`src/rtl/ute_pkg.sv`:
```
// Shared types, codes and character helpers for the text escaper.
`default_nettype none
package ute_pkg;

  // Input transaction payload: one raw text byte.
  typedef struct packed {
    logic [7:0] in_byte;
    logic       last_byte;
  } in_item_t;

  // Output transaction payload: one escaped character.
  typedef struct packed {
    logic [7:0] out_char;
    logic       last_of_run;
    logic       end_of_text;
  } out_item_t;

  // Operation codes passed from the front to the back.
  localparam logic [1:0] OP_PASS = 2'd0;  // send the byte as it is
  localparam logic [1:0] OP_DBL  = 2'd1;  // send two backslashes
  localparam logic [1:0] OP_ESC  = 2'd2;  // backslash plus letter or three digits

  // One queued operation.
  typedef struct packed {
    logic [7:0] data;
    logic [1:0] kind;
    logic       last_run;
    logic       eot;
  } op_t;

  localparam int QUEUE_DEPTH = 4;
  localparam int QPTR_W      = $clog2(QUEUE_DEPTH);
  localparam int LIST_MAX    = 4;

  // Byte class boundaries and characters.
  localparam logic [7:0] PRINT_LO  = 8'h20;
  localparam logic [7:0] PRINT_HI  = 8'h7F;
  localparam logic [7:0] LEAD_LO   = 8'hC2;
  localparam logic [7:0] LEAD_END  = 8'hF5;
  localparam logic [7:0] BACKSLASH = 8'h5C;
  localparam logic [7:0] CHAR_ZERO = 8'h30;

  // Letter escape for a few control bytes, zero when there is none.
  function automatic logic [7:0] esc_letter(input logic [7:0] b);
    case (b)
      8'h07:   return 8'h61;  // a
      8'h08:   return 8'h62;  // b
      8'h0C:   return 8'h66;  // f
      8'h0A:   return 8'h6E;  // n
      8'h0D:   return 8'h72;  // r
      8'h09:   return 8'h74;  // t
      8'h0B:   return 8'h76;  // v
      default: return 8'h00;
    endcase
  endfunction

  // Three decimal digit characters of a byte, hundreds first.
  function automatic logic [23:0] dec_chars(input logic [7:0] b);
    logic [1:0] h;
    logic [6:0] r;
    logic [3:0] t;
    logic [6:0] tens_val;
    logic [3:0] o;
    if (b >= 8'd200) begin
      h = 2'd2;
      r = 7'(b - 8'd200);
    end else if (b >= 8'd100) begin
      h = 2'd1;
      r = 7'(b - 8'd100);
    end else begin
      h = 2'd0;
      r = b[6:0];
    end
    t = 4'd0;
    for (int k = 1; k < 10; k++) begin
      if (r >= 7'(k * 10)) t = 4'(k);
    end
    tens_val = 7'({3'b000, t} * 7'd10);
    o = 4'(r - tens_val);
    return {CHAR_ZERO + {6'b0, h}, CHAR_ZERO + {4'b0, t}, CHAR_ZERO + {4'b0, o}};
  endfunction

endpackage
`default_nettype wire

```
`src/rtl/utf8_safe_text_escaper.sv`:
```
// Top level of the UTF-8 validating text escaper.
//
// Input channel (byte_valid, byte_ready, byte_item) takes one raw text byte per
// transaction; last_byte marks the end of the text. Output channel (char_valid,
// char_ready, char_item) delivers escaped characters, one per transaction, with
// last_of_run on the final character caused by an input byte and end_of_text on
// the final character of the text.
// The front holds lead bytes until their sequence completes or breaks and turns
// each byte into up to four operations, one per cycle while the queue is not
// full, into a four-entry queue. The back expands one character per cycle while
// the receiver is ready: a plain byte gives one character, a backslash two, an
// escape two or four. Sustained input rate is therefore one byte per cycle for
// plain text; for escaped bytes the output character count sets the rate.
// An accepted byte passes the front's operation list, the queue, the current
// operation register and the output register before its first character shows.
// Bytes that only extend a pending sequence give no output until the sequence ends.
// Reset (rst, synchronous) clears any pending sequence and empties the queue.
// When the receiver stalls, the output register holds its character, the queue
// fills and the front then stops accepting bytes; nothing is lost.
`default_nettype none
module utf8_safe_text_escaper import ute_pkg::*; (
  input  wire logic      clk,
  input  wire logic      rst,
  input  wire logic      byte_valid,
  output logic           byte_ready,
  input  wire in_item_t  byte_item,
  output logic           char_valid,
  input  wire logic      char_ready,
  output out_item_t      char_item
);

  logic push;
  op_t  push_op;
  logic full;
  logic pop;
  op_t  pop_op;
  logic empty;

  // Classification and sequence tracking.
  ute_front u_front (
    .clk        (clk),
    .rst        (rst),
    .byte_valid (byte_valid),
    .byte_ready (byte_ready),
    .byte_item  (byte_item),
    .push       (push),
    .push_op    (push_op),
    .full       (full)
  );

  // Operation queue.
  ute_queue u_queue (
    .clk     (clk),
    .rst     (rst),
    .push    (push),
    .push_op (push_op),
    .full    (full),
    .pop     (pop),
    .pop_op  (pop_op),
    .empty   (empty)
  );

  // Character expansion.
  ute_back u_back (
    .clk        (clk),
    .rst        (rst),
    .empty      (empty),
    .pop_op     (pop_op),
    .pop        (pop),
    .char_valid (char_valid),
    .char_ready (char_ready),
    .char_item  (char_item)
  );

endmodule
`default_nettype wire

```
`src/rtl/ute_front.sv`:
```
// Front end: accepts bytes, tracks pending UTF-8 sequences and issues operations.
`default_nettype none
module ute_front import ute_pkg::*; (
  input  wire logic     clk,
  input  wire logic     rst,
  input  wire logic     byte_valid,
  output logic          byte_ready,
  input  wire in_item_t byte_item,
  output logic          push,
  output op_t           push_op,
  input  wire logic     full
);

  // Sequence state.
  logic [7:0] held_lead, held_lead_next;
  logic [7:0] held_cont [2];
  logic [7:0] held_cont_next [2];
  logic [1:0] held_count, held_count_next;
  logic [2:0] seq_len, seq_len_next;

  // Operation list of the current transaction.
  op_t        list_op [LIST_MAX];
  op_t        new_op [LIST_MAX];
  logic [2:0] new_n;
  logic [2:0] rem;
  logic [1:0] idx;

  logic       accept;
  logic [7:0] b;
  logic       last;

  assign b      = byte_item.in_byte;
  assign last   = byte_item.last_byte;
  assign push   = (rem != 3'd0) && !full;
  assign push_op = list_op[idx];
  assign byte_ready = (rem == 3'd0) || ((rem == 3'd1) && push);
  assign accept = byte_valid && byte_ready;

  // Build the operation list and next sequence state for the offered byte.
  always_comb begin
    logic       do_fresh;
    logic       is_cont;
    logic [2:0] n;
    n = 3'd0;
    do_fresh = 1'b0;
    is_cont = (b[7:6] == 2'b10);
    held_lead_next = held_lead;
    held_cont_next = held_cont;
    held_count_next = held_count;
    seq_len_next = seq_len;
    for (int i = 0; i < LIST_MAX; i++) begin
      new_op[i] = '{data: 8'h00, kind: OP_PASS, last_run: 1'b0, eot: 1'b0};
    end
    if (seq_len == 3'd0) begin
      do_fresh = 1'b1;
    end else if (is_cont && ({1'b0, held_count} + 3'd2 >= seq_len)) begin
      // Sequence complete: pass every byte through.
      new_op[n[1:0]] = '{data: held_lead, kind: OP_PASS, last_run: 1'b0, eot: 1'b0};
      n = n + 3'd1;
      for (int i = 0; i < 2; i++) begin
        if (2'(i) < held_count) begin
          new_op[n[1:0]] = '{data: held_cont[i], kind: OP_PASS, last_run: 1'b0, eot: 1'b0};
          n = n + 3'd1;
        end
      end
      new_op[n[1:0]] = '{data: b, kind: OP_PASS, last_run: 1'b0, eot: 1'b0};
      n = n + 3'd1;
      held_lead_next = 8'h00;
      held_count_next = 2'd0;
      seq_len_next = 3'd0;
    end else if (is_cont && !last) begin
      // Hold another continuation byte.
      held_cont_next[held_count[0]] = b;
      held_count_next = held_count + 2'd1;
    end else begin
      // Broken or cut off: escape what is held, and the offered byte if it is a continuation byte.
      new_op[n[1:0]] = '{data: held_lead, kind: OP_ESC, last_run: 1'b0, eot: 1'b0};
      n = n + 3'd1;
      for (int i = 0; i < 2; i++) begin
        if (2'(i) < held_count) begin
          new_op[n[1:0]] = '{data: held_cont[i], kind: OP_ESC, last_run: 1'b0, eot: 1'b0};
          n = n + 3'd1;
        end
      end
      held_lead_next = 8'h00;
      held_count_next = 2'd0;
      seq_len_next = 3'd0;
      if (is_cont) begin
        new_op[n[1:0]] = '{data: b, kind: OP_ESC, last_run: 1'b0, eot: 1'b0};
        n = n + 3'd1;
      end else begin
        do_fresh = 1'b1;
      end
    end
    // Treat the byte with no sequence pending.
    if (do_fresh) begin
      if (b < PRINT_LO) begin
        new_op[n[1:0]] = '{data: b, kind: OP_ESC, last_run: 1'b0, eot: 1'b0};
        n = n + 3'd1;
      end else if (b < PRINT_HI) begin
        new_op[n[1:0]] = '{data: b, kind: (b == BACKSLASH) ? OP_DBL : OP_PASS,
                           last_run: 1'b0, eot: 1'b0};
        n = n + 3'd1;
      end else if (b < LEAD_LO || b >= LEAD_END || last) begin
        new_op[n[1:0]] = '{data: b, kind: OP_ESC, last_run: 1'b0, eot: 1'b0};
        n = n + 3'd1;
      end else begin
        held_lead_next = b;
        held_count_next = 2'd0;
        if (b[7:5] == 3'b110) begin
          seq_len_next = 3'd2;
        end else if (b[7:4] == 4'b1110) begin
          seq_len_next = 3'd3;
        end else begin
          seq_len_next = 3'd4;
        end
      end
    end
    // Mark the final operation of the transaction.
    for (int i = 0; i < LIST_MAX; i++) begin
      if (3'(i) == n - 3'd1) begin
        new_op[i].last_run = 1'b1;
        new_op[i].eot = last;
      end
    end
    new_n = n;
  end

  // Control state.
  always_ff @(posedge clk) begin
    if (rst) begin
      held_lead <= 8'h00;
      held_count <= 2'd0;
      seq_len <= 3'd0;
      rem <= 3'd0;
      idx <= 2'd0;
    end else if (accept) begin
      held_lead <= held_lead_next;
      held_count <= held_count_next;
      seq_len <= seq_len_next;
      rem <= new_n;
      idx <= 2'd0;
    end else if (push) begin
      rem <= rem - 3'd1;
      idx <= idx + 2'd1;
    end
  end

  // Payload registers.
  always_ff @(posedge clk) begin
    if (accept) begin
      held_cont <= held_cont_next;
      list_op <= new_op;
    end
  end

`ifndef SYNTHESIS
  a_held_fits: assert property (@(posedge clk) disable iff (rst)
    (seq_len == 3'd0 && held_count == 2'd0) || (seq_len == 3'd2 && held_count == 2'd0) ||
    (seq_len == 3'd3 && held_count <= 2'd1) || (seq_len == 3'd4 && held_count <= 2'd2))
    else $error("held continuation count does not fit the sequence length");
  a_end_clears: assert property (@(posedge clk) disable iff (rst)
    (accept && last) |=> (seq_len == 3'd0))
    else $error("sequence still pending after the end of the text");
  a_list_holds: assert property (@(posedge clk) disable iff (rst)
    (rem != 3'd0 && !push) |=> (rem == $past(rem)))
    else $error("operation list changed while the queue was full");
`endif

endmodule
`default_nettype wire

```
`src/rtl/ute_queue.sv`:
```
// Small queue of operations between the front and the back.
`default_nettype none
module ute_queue import ute_pkg::*; (
  input  wire logic clk,
  input  wire logic rst,
  input  wire logic push,
  input  wire op_t  push_op,
  output logic      full,
  input  wire logic pop,
  output op_t       pop_op,
  output logic      empty
);

  op_t                 mem [QUEUE_DEPTH];
  logic [QPTR_W-1:0]   wptr;
  logic [QPTR_W-1:0]   rptr;
  logic [QPTR_W:0]     count;

  assign full   = (count == (QPTR_W+1)'(QUEUE_DEPTH));
  assign empty  = (count == '0);
  assign pop_op = mem[rptr];

  // Pointers and fill count.
  always_ff @(posedge clk) begin
    if (rst) begin
      wptr <= '0;
      rptr <= '0;
      count <= '0;
    end else begin
      if (push) wptr <= wptr + 1'b1;
      if (pop) rptr <= rptr + 1'b1;
      count <= count + (QPTR_W+1)'(push) - (QPTR_W+1)'(pop);
    end
  end

  // Storage write.
  always_ff @(posedge clk) begin
    if (push) mem[wptr] <= push_op;
  end

endmodule
`default_nettype wire

```
`src/rtl/ute_back.sv`:
```
// Back end: expands queued operations into output characters.
`default_nettype none
module ute_back import ute_pkg::*; (
  input  wire logic clk,
  input  wire logic rst,
  input  wire logic empty,
  input  wire op_t  pop_op,
  output logic      pop,
  output logic      char_valid,
  input  wire logic char_ready,
  output out_item_t char_item
);

  logic        cur_valid;
  op_t         cur_op;
  logic [1:0]  step;
  logic        take;
  logic        advance;
  logic        final_char;
  logic [7:0]  ch;
  logic [7:0]  letter;
  logic [23:0] digits;

  assign take    = !char_valid || char_ready;
  assign advance = cur_valid && take;
  assign pop     = !empty && (!cur_valid || (advance && final_char));
  assign letter  = esc_letter(cur_op.data);
  assign digits  = dec_chars(cur_op.data);

  // Character for the current step of the operation.
  always_comb begin
    ch = cur_op.data;
    final_char = 1'b1;
    case (cur_op.kind)
      OP_PASS: begin
        ch = cur_op.data;
        final_char = 1'b1;
      end
      OP_DBL: begin
        ch = BACKSLASH;
        final_char = (step == 2'd1);
      end
      OP_ESC: begin
        case (step)
          2'd0: ch = BACKSLASH;
          2'd1: ch = (letter != 8'h00) ? letter : digits[23:16];
          2'd2: ch = digits[15:8];
          default: ch = digits[7:0];
        endcase
        final_char = (letter != 8'h00) ? (step == 2'd1) : (step == 2'd3);
      end
      default: begin
        ch = cur_op.data;
        final_char = 1'b1;
      end
    endcase
  end

  // Current operation tracking.
  always_ff @(posedge clk) begin
    if (rst) begin
      cur_valid <= 1'b0;
      step <= 2'd0;
    end else if (pop) begin
      cur_valid <= 1'b1;
      step <= 2'd0;
    end else if (advance && final_char) begin
      cur_valid <= 1'b0;
    end else if (advance) begin
      step <= step + 2'd1;
    end
  end

  always_ff @(posedge clk) begin
    if (pop) cur_op <= pop_op;
  end

  // Output register.
  always_ff @(posedge clk) begin
    if (rst) begin
      char_valid <= 1'b0;
    end else if (take) begin
      char_valid <= advance;
    end
  end

  always_ff @(posedge clk) begin
    if (advance) begin
      char_item <= '{out_char: ch, last_of_run: final_char && cur_op.last_run,
                     end_of_text: final_char && cur_op.eot};
    end
  end

endmodule
`default_nettype wire
```
`config.mk`:
```
export PLATFORM = sky130hd
export DESIGN_NAME = utf8_safe_text_escaper
export DESIGN_NICKNAME = d
export VERILOG_FILES = /design/src/rtl/ute_pkg.sv /design/src/rtl/utf8_safe_text_escaper.sv /design/src/rtl/ute_front.sv /design/src/rtl/ute_queue.sv /design/src/rtl/ute_back.sv
export SDC_FILE = /design/constraint.sdc
export NUM_CORES = 1
export LEC_CHECK = 0
export ABC_AREA = 1
export BUFFER_PORTS_ARGS = -buffer_cell sky130_fd_sc_hd__buf_2
export CAP_MARGIN = 10
export CORE_AREA = 2 2 152 154
export DETAILED_ROUTE_END_ITERATION = 16
export DIE_AREA = 0 0 154 156
export GPL_TIMING_DRIVEN = 0
export SLEW_MARGIN = 20
export SYNTH_ARGS = -nofsm -noshare
export SYNTH_HDL_FRONTEND = slang
export SYNTH_SLANG_ARGS = --single-unit
```
`constraint.sdc`:
```
create_clock -name clk -period 10.2 [get_ports clk]
set_input_delay 2.04 -clock clk [delete_from_list [all_inputs] [get_ports clk]]
set_output_delay 2.04 -clock clk [all_outputs]
set_load 0.01 [all_outputs]
```
Word-level counts from Yosys, hierarchy flattened
Memory sizes are Yosys's and may differ from the RTL's. A register that Yosys moved wholly into a read port is not among the register bits.
Cells that the tools add are included.

storage, ports and cells
  output and inout port bits = 12
  memories = 1
  input bits = 13
  latch bits = 0
  memory bits (writable) = 48
  bits in read-only memories = 0
  word-level logic and storage cells = 278
  flip-flop bits (word level) = 103

memory list
  memory       words  width  rd ports  clocked after memory_dff  wr ports  line             text
  u_queue.mem  4      12     1         1                         1         ute_queue.sv:14  op_t mem [QUEUE_DEPTH];

operators by class
  multipliers = 1
  shift operators = 0
  equality and inequality tests = 21
  muxes and demuxes = 122
  $lt $le $gt $ge = 31
  reduce and logical (&&, ||, !) cells = 39
  divide/modulo/power cells = 0
  bitwise logic cells = 10
  add/subtract/negate cells = 21

operators with widths
  cell                   count
  $mux W48               15
  $bwmux W48             6
  $mux W12               14
  $demux W12 S2          5
  $mux W3                35
  $mux W8                9
  $pmux W7 S7            1
  $eq A8 B4 Y1 const B   6
  $bmux W12 S2           1
  $pmux W8 S3            1
  $mux W2                11
  $ge A7 B6 Y1 const B   3
  $ge A7 B7 Y1 const B   3
  $ge A3 B3 Y1 const B   6
  $not A2 Y3             6
  $bwmux W16             1
  $ge A8 B8 Y1 const B   2
  $logic_and A1 B1 Y1    16
  $mux W1                16
  $pmux W8 S2            1
  $add A3 B1 Y3 const B  5
  $lt A3 B1 Y1 const B   5
  $add A6 B4 Y7 const A  2
  $ge A7 B5 Y1 const B   2
  other kinds (43)       73

Depth between registers and ports, before layout
  depth in word-level cells = 26
  gate-level depth with buffers = 31

By module
A second synthesis with hierarchy kept.

second synthesis, totals
  cell total of the unflattened synthesis = 1006
  area, all modules = 9213.8 um^2

by module, submodules not included
  module     instances  sequential area each (um^2)  cells each  area each (um^2)
  ute_front  1          2282.2                       555         4733.3
  ute_queue  1          1621.6                       195         2418.6
  ute_back   1          740.7                        256         2062.0

Worst setup path after synthesis
OpenSTA, ideal clock, no wires.

  kind = input port to flip-flop
  start point = input port byte_item[7] in the netlist's numbering
  end point = register u_front.list_op[43] in the netlist's numbering (data pin)
  slack = 5.949 ns
  data required time = 9.935 ns
  arrival = 3.986 ns
  stages = 17
  cell sequence = buf_2 nor2_4 buf_6 inv_2 nor2_2 nor2_2 inv_2 nor2_4 o21ai_2 o22ai_2 inv_2 ha_1 nand2_1 buf_4 o221ai_1 a41oi_1 a31oi_1

RTL lines
  what                  line                          text
  from (decl)           utf8_safe_text_escaper.sv:26  input wire in_item_t byte_item,
  to (signal assigned)  ute_front.sv:153              list_op <= new_op;
  to (decl)             ute_front.sv:22               op_t list_op [LIST_MAX];

==> run_results.csv <==
group,metric,value,unit
status,status,"complete, no violations",
grt,grt-ovfl-total,0,
synthesis,synth_top_cell_area_share,0.454,
floorplanning,ios,25,
floorplanning,die_area,24000,um2
sta,min_period_over_period,0.469,
clocking,cts-resized-gates,0,
clocking,cts_tree,"built",
clocking,htree_levels,4,
job,maxCapViolCount,0,
routing,ant_nets,0,
grt,grt_antenna_before_repair,0,
finish,fin_area,9970,um2
pwr,p_int,1790,uW
critical_path,crit_type,"in2reg",
routing,firstDrtPassIters,5,
pwr,clkPwrFrac,0.209,
sta,setup_violations,0,
routing,vias_per_cell,5.33,
clocking,post_cts.repair.setup_buffers,0,
critical_path,r2r-start,"u_back.cur_op[7]",
synthesis,synth_area_leader_cell,"edfxtp_1",
clocking,cts_buffers,17,
routing,avgRoutedWirePerCell,16.9,um
sta,worst_pin_slew,793,ps
grt,grtUsageTotal,0.193,
synthesis,syn-cell-area,8860,um2
floorplanning,die_h,156,um
grt,grt_max_degree,30,
sta,fin_tns_setup,0,ps
finish,fillerInstances,2157,
critical_path,worstPathRequired,10350,ps
finish,final_cell_mix,"142 x nand2_1, 134 x edfxtp_1, 110 x nor2_1",
placement,portBuffers,24,
clocking,cts_hold_buf,0,
synthesis,syn_nets,1015,
critical_path,end_kind,"register",
critical_path,timing.reg2reg.setup_slack,6160,ps
clocking,path_clk_slew,60,ps
critical_path,crit_fanout,10,
finish,utilization,0.446,
floorplanning,start_util,0.396,
grt,grt_first_pass_wirelength,36000,um
min_path,hold_path_startpoint,"u_front.held_lead[3]",
critical_path,r2r_end,"u_back.char_item[5]",
critical_path,r2r_cells,29,
routing,wl,22100,um
synthesis,ys_seq_area_frac,0.520,
synthesis,synth-seq-cells,163,
sta,relSlewSlack,0.470,
sta,final_max_slew_viol_count,0,
synthesis,syn_avg_cell_area,9.14,um2
pwr,p_per_area,301,nW/um2
finish,layout.nets,1060,
pwr,total_power,3000,uW
min_path,worst_hold_path.num_cells,2,
placement,post_dp_cell_area,9380,um2
floorplanning,die_w,154,um
sta,fmax,209,MHz
pwr,switching_power,1210,uW
grt,grt_pass1_vias,6768,
finish,final_common_cell,"nand2_1",
clocking,clk_root_buffer_cell,"clkbuf_16",
finish,antenna_cells,0,
synthesis,ys_types,52,
synthesis,ys_top_cells_by_area,"edfxtp_1 45%, dfxtp_1 6.6%, nand2_1 6.0%, o21ai_0 5.8%, nor2_1 4.8%",
finish,drive_gt1_frac,0.126,
placement,dp_hpwl,16300,um
critical_path,worstPathArrival,4930,ps
clocking,cts_buffer_depth,2,
min_path,hold-path-endpoint,"u_front.held_lead[3]",
sta,timing_hold_violations_final,0,
pwr,comb_power_share,0.419,
floorplanning,rows,55,
critical_path,start_kind,"input port",
routing,via_count,6996,
sta,period_needed,4780,ps
finish,syn2layout_area_growth,12.5,%
sta,skew,9.10,ps
clocking,clock_sinks,163,
floorplanning,core,22400,um2
pwr,netSwitchingFraction,0.403,
routing,drtIter0Drc,605,
routing,drc_errors,0,
pwr,ir_drop,0.000128,V
clocking,clk_latency,420,ps
placement,place.gp.congestion,0.928,
pwr,leakagePower,0.00379,uW
synthesis,ys.warnings.count,0,
min_path,hold_path.class,"reg2reg",
pwr,p_seq_frac,0.372,
sta,rsz0062_at_grt,"false",
synthesis,syn_inst,969,
## layout make-up
class	count	area, um2	area share
sequential	163	4600	0.462
multi-input combinational	651	3670	0.368
inverter	125	470	0.0472
clock buffer	21	450	0.0452
tap	285	357	0.0358
timing repair buffer	26	153	0.0153
buffer	30	136	0.0137
clock inverter	11	130	0.0131
## logic make-up (layout without fill, tap and decap cells)
family / count (synthesis) / in the layout / synth area share
AND/OR/NAND/NOR: 352 / 352 / 0.178
AO/OA/AOI/OAI: 256 / 256 / 0.174
flip-flops: 163 / 163 / 0.520
buffers and inverters: 155 / 213 / 0.0685
adder cells (fa/ha/maj): 33 / 33 / 0.0483
XOR/XNOR: 10 / 10 / 0.0107
## Yosys cell counts (all sizes together)
cell type and n:
a31oi 7, o22ai 39, o221ai 10, inv 123
fa 2, clkinv 2, nor4 9, xor2 9
nand3b 3, nand4 2, ha 31, nand3 33
a22oi 8, or2 2, buf 9, nor2 130
edfxtp 134, xnor2 1, dfxtp 29, a311oi 2
o32ai 1, o311ai 2, nand2 157, a21oi 50
nor3 16, o2111ai 5, clkbuf 21, o211ai 14
a32oi 3, o21ai 112, a32o 1, a41oi 2
## power by group through the flow
| stage | combinational [uW] | sequential [uW] | clock (uW) |
|---|---|---|---|
| detailed placement | 1260 | 1130 | 0 |
| finish | 1250 | 1120 | 628 |
| global route | 1440 | 1140 | 662 |
| floorplan | 911 | 1110 | 0 |
| CTS | 1270 | 1120 | 637 |
| global placement | 1230 | 1130 | 0 |
## critical path, cell delays in order
cell and delay (ps):
buf_2 90, buf_2 240, nor2_4 70, nand2_2 200, inv_1 110, nor2_2 310, inv_2 80, nor2_4 240
o21ai_2 140, o22ai_2 180, inv_2 80, ha_1 290, nand2_1 150, buf_4 200, o221ai_1 140, a41oi_1 260
a31oi_1 80
## worst max-delay path by stage
| stage | start | end | slack, ps | cells after the start |
|---|---|---|---|---|
| after floorplan | byte_item[7] | u_front.list_op[43] | 5950 | 17 |
| after global placement | byte_item[7] | u_front.list_op[43] | 5070 | 17 |
| after detailed placement | byte_item[7] | u_front.list_op[43] | 5120 | 17 |
| after CTS | byte_item[7] | u_front.list_op[43] | 5530 | 17 |
| after global routing | byte_item[7] | u_front.list_op[43] | 5260 | 17 |
| final | byte_item[7] | u_front.list_op[43] | 5420 | 17 |
## metrics by stage
stage	hold slack (ps)	instances	worst slack, ps
detailed placement	470	1280	5120
global route	501	1312	5260
global placement	466	1278	5070
CTS	481	1312	5530
floorplan	451	969	5950
finish	483	1312	5420
## flip-flops by register name (all words and copies together), names as in the netlist
signal	count
u_back.char_item	10
u_back.char_valid	1
u_back.cur_op	12
u_back.cur_valid	1
u_back.step	2
u_front.held_cont	16
u_front.held_count	2
u_front.held_lead	8
u_front.idx	2
u_front.list_op	48
u_front.rem	3
u_front.seq_len	3
u_queue.count	3
u_queue.mem	48
u_queue.rptr	2
u_queue.wptr	2
## per-layer routing
layer  share of wire  track usage  vias to the layer above
met5               0            0                        -
met4           0.033       0.0899                        0
met3           0.046       0.0325                       45
met2            0.47        0.321                      188
met1            0.45        0.246                     3271
li1                -            -                     3492
Power figures use the tool's default switching activity.
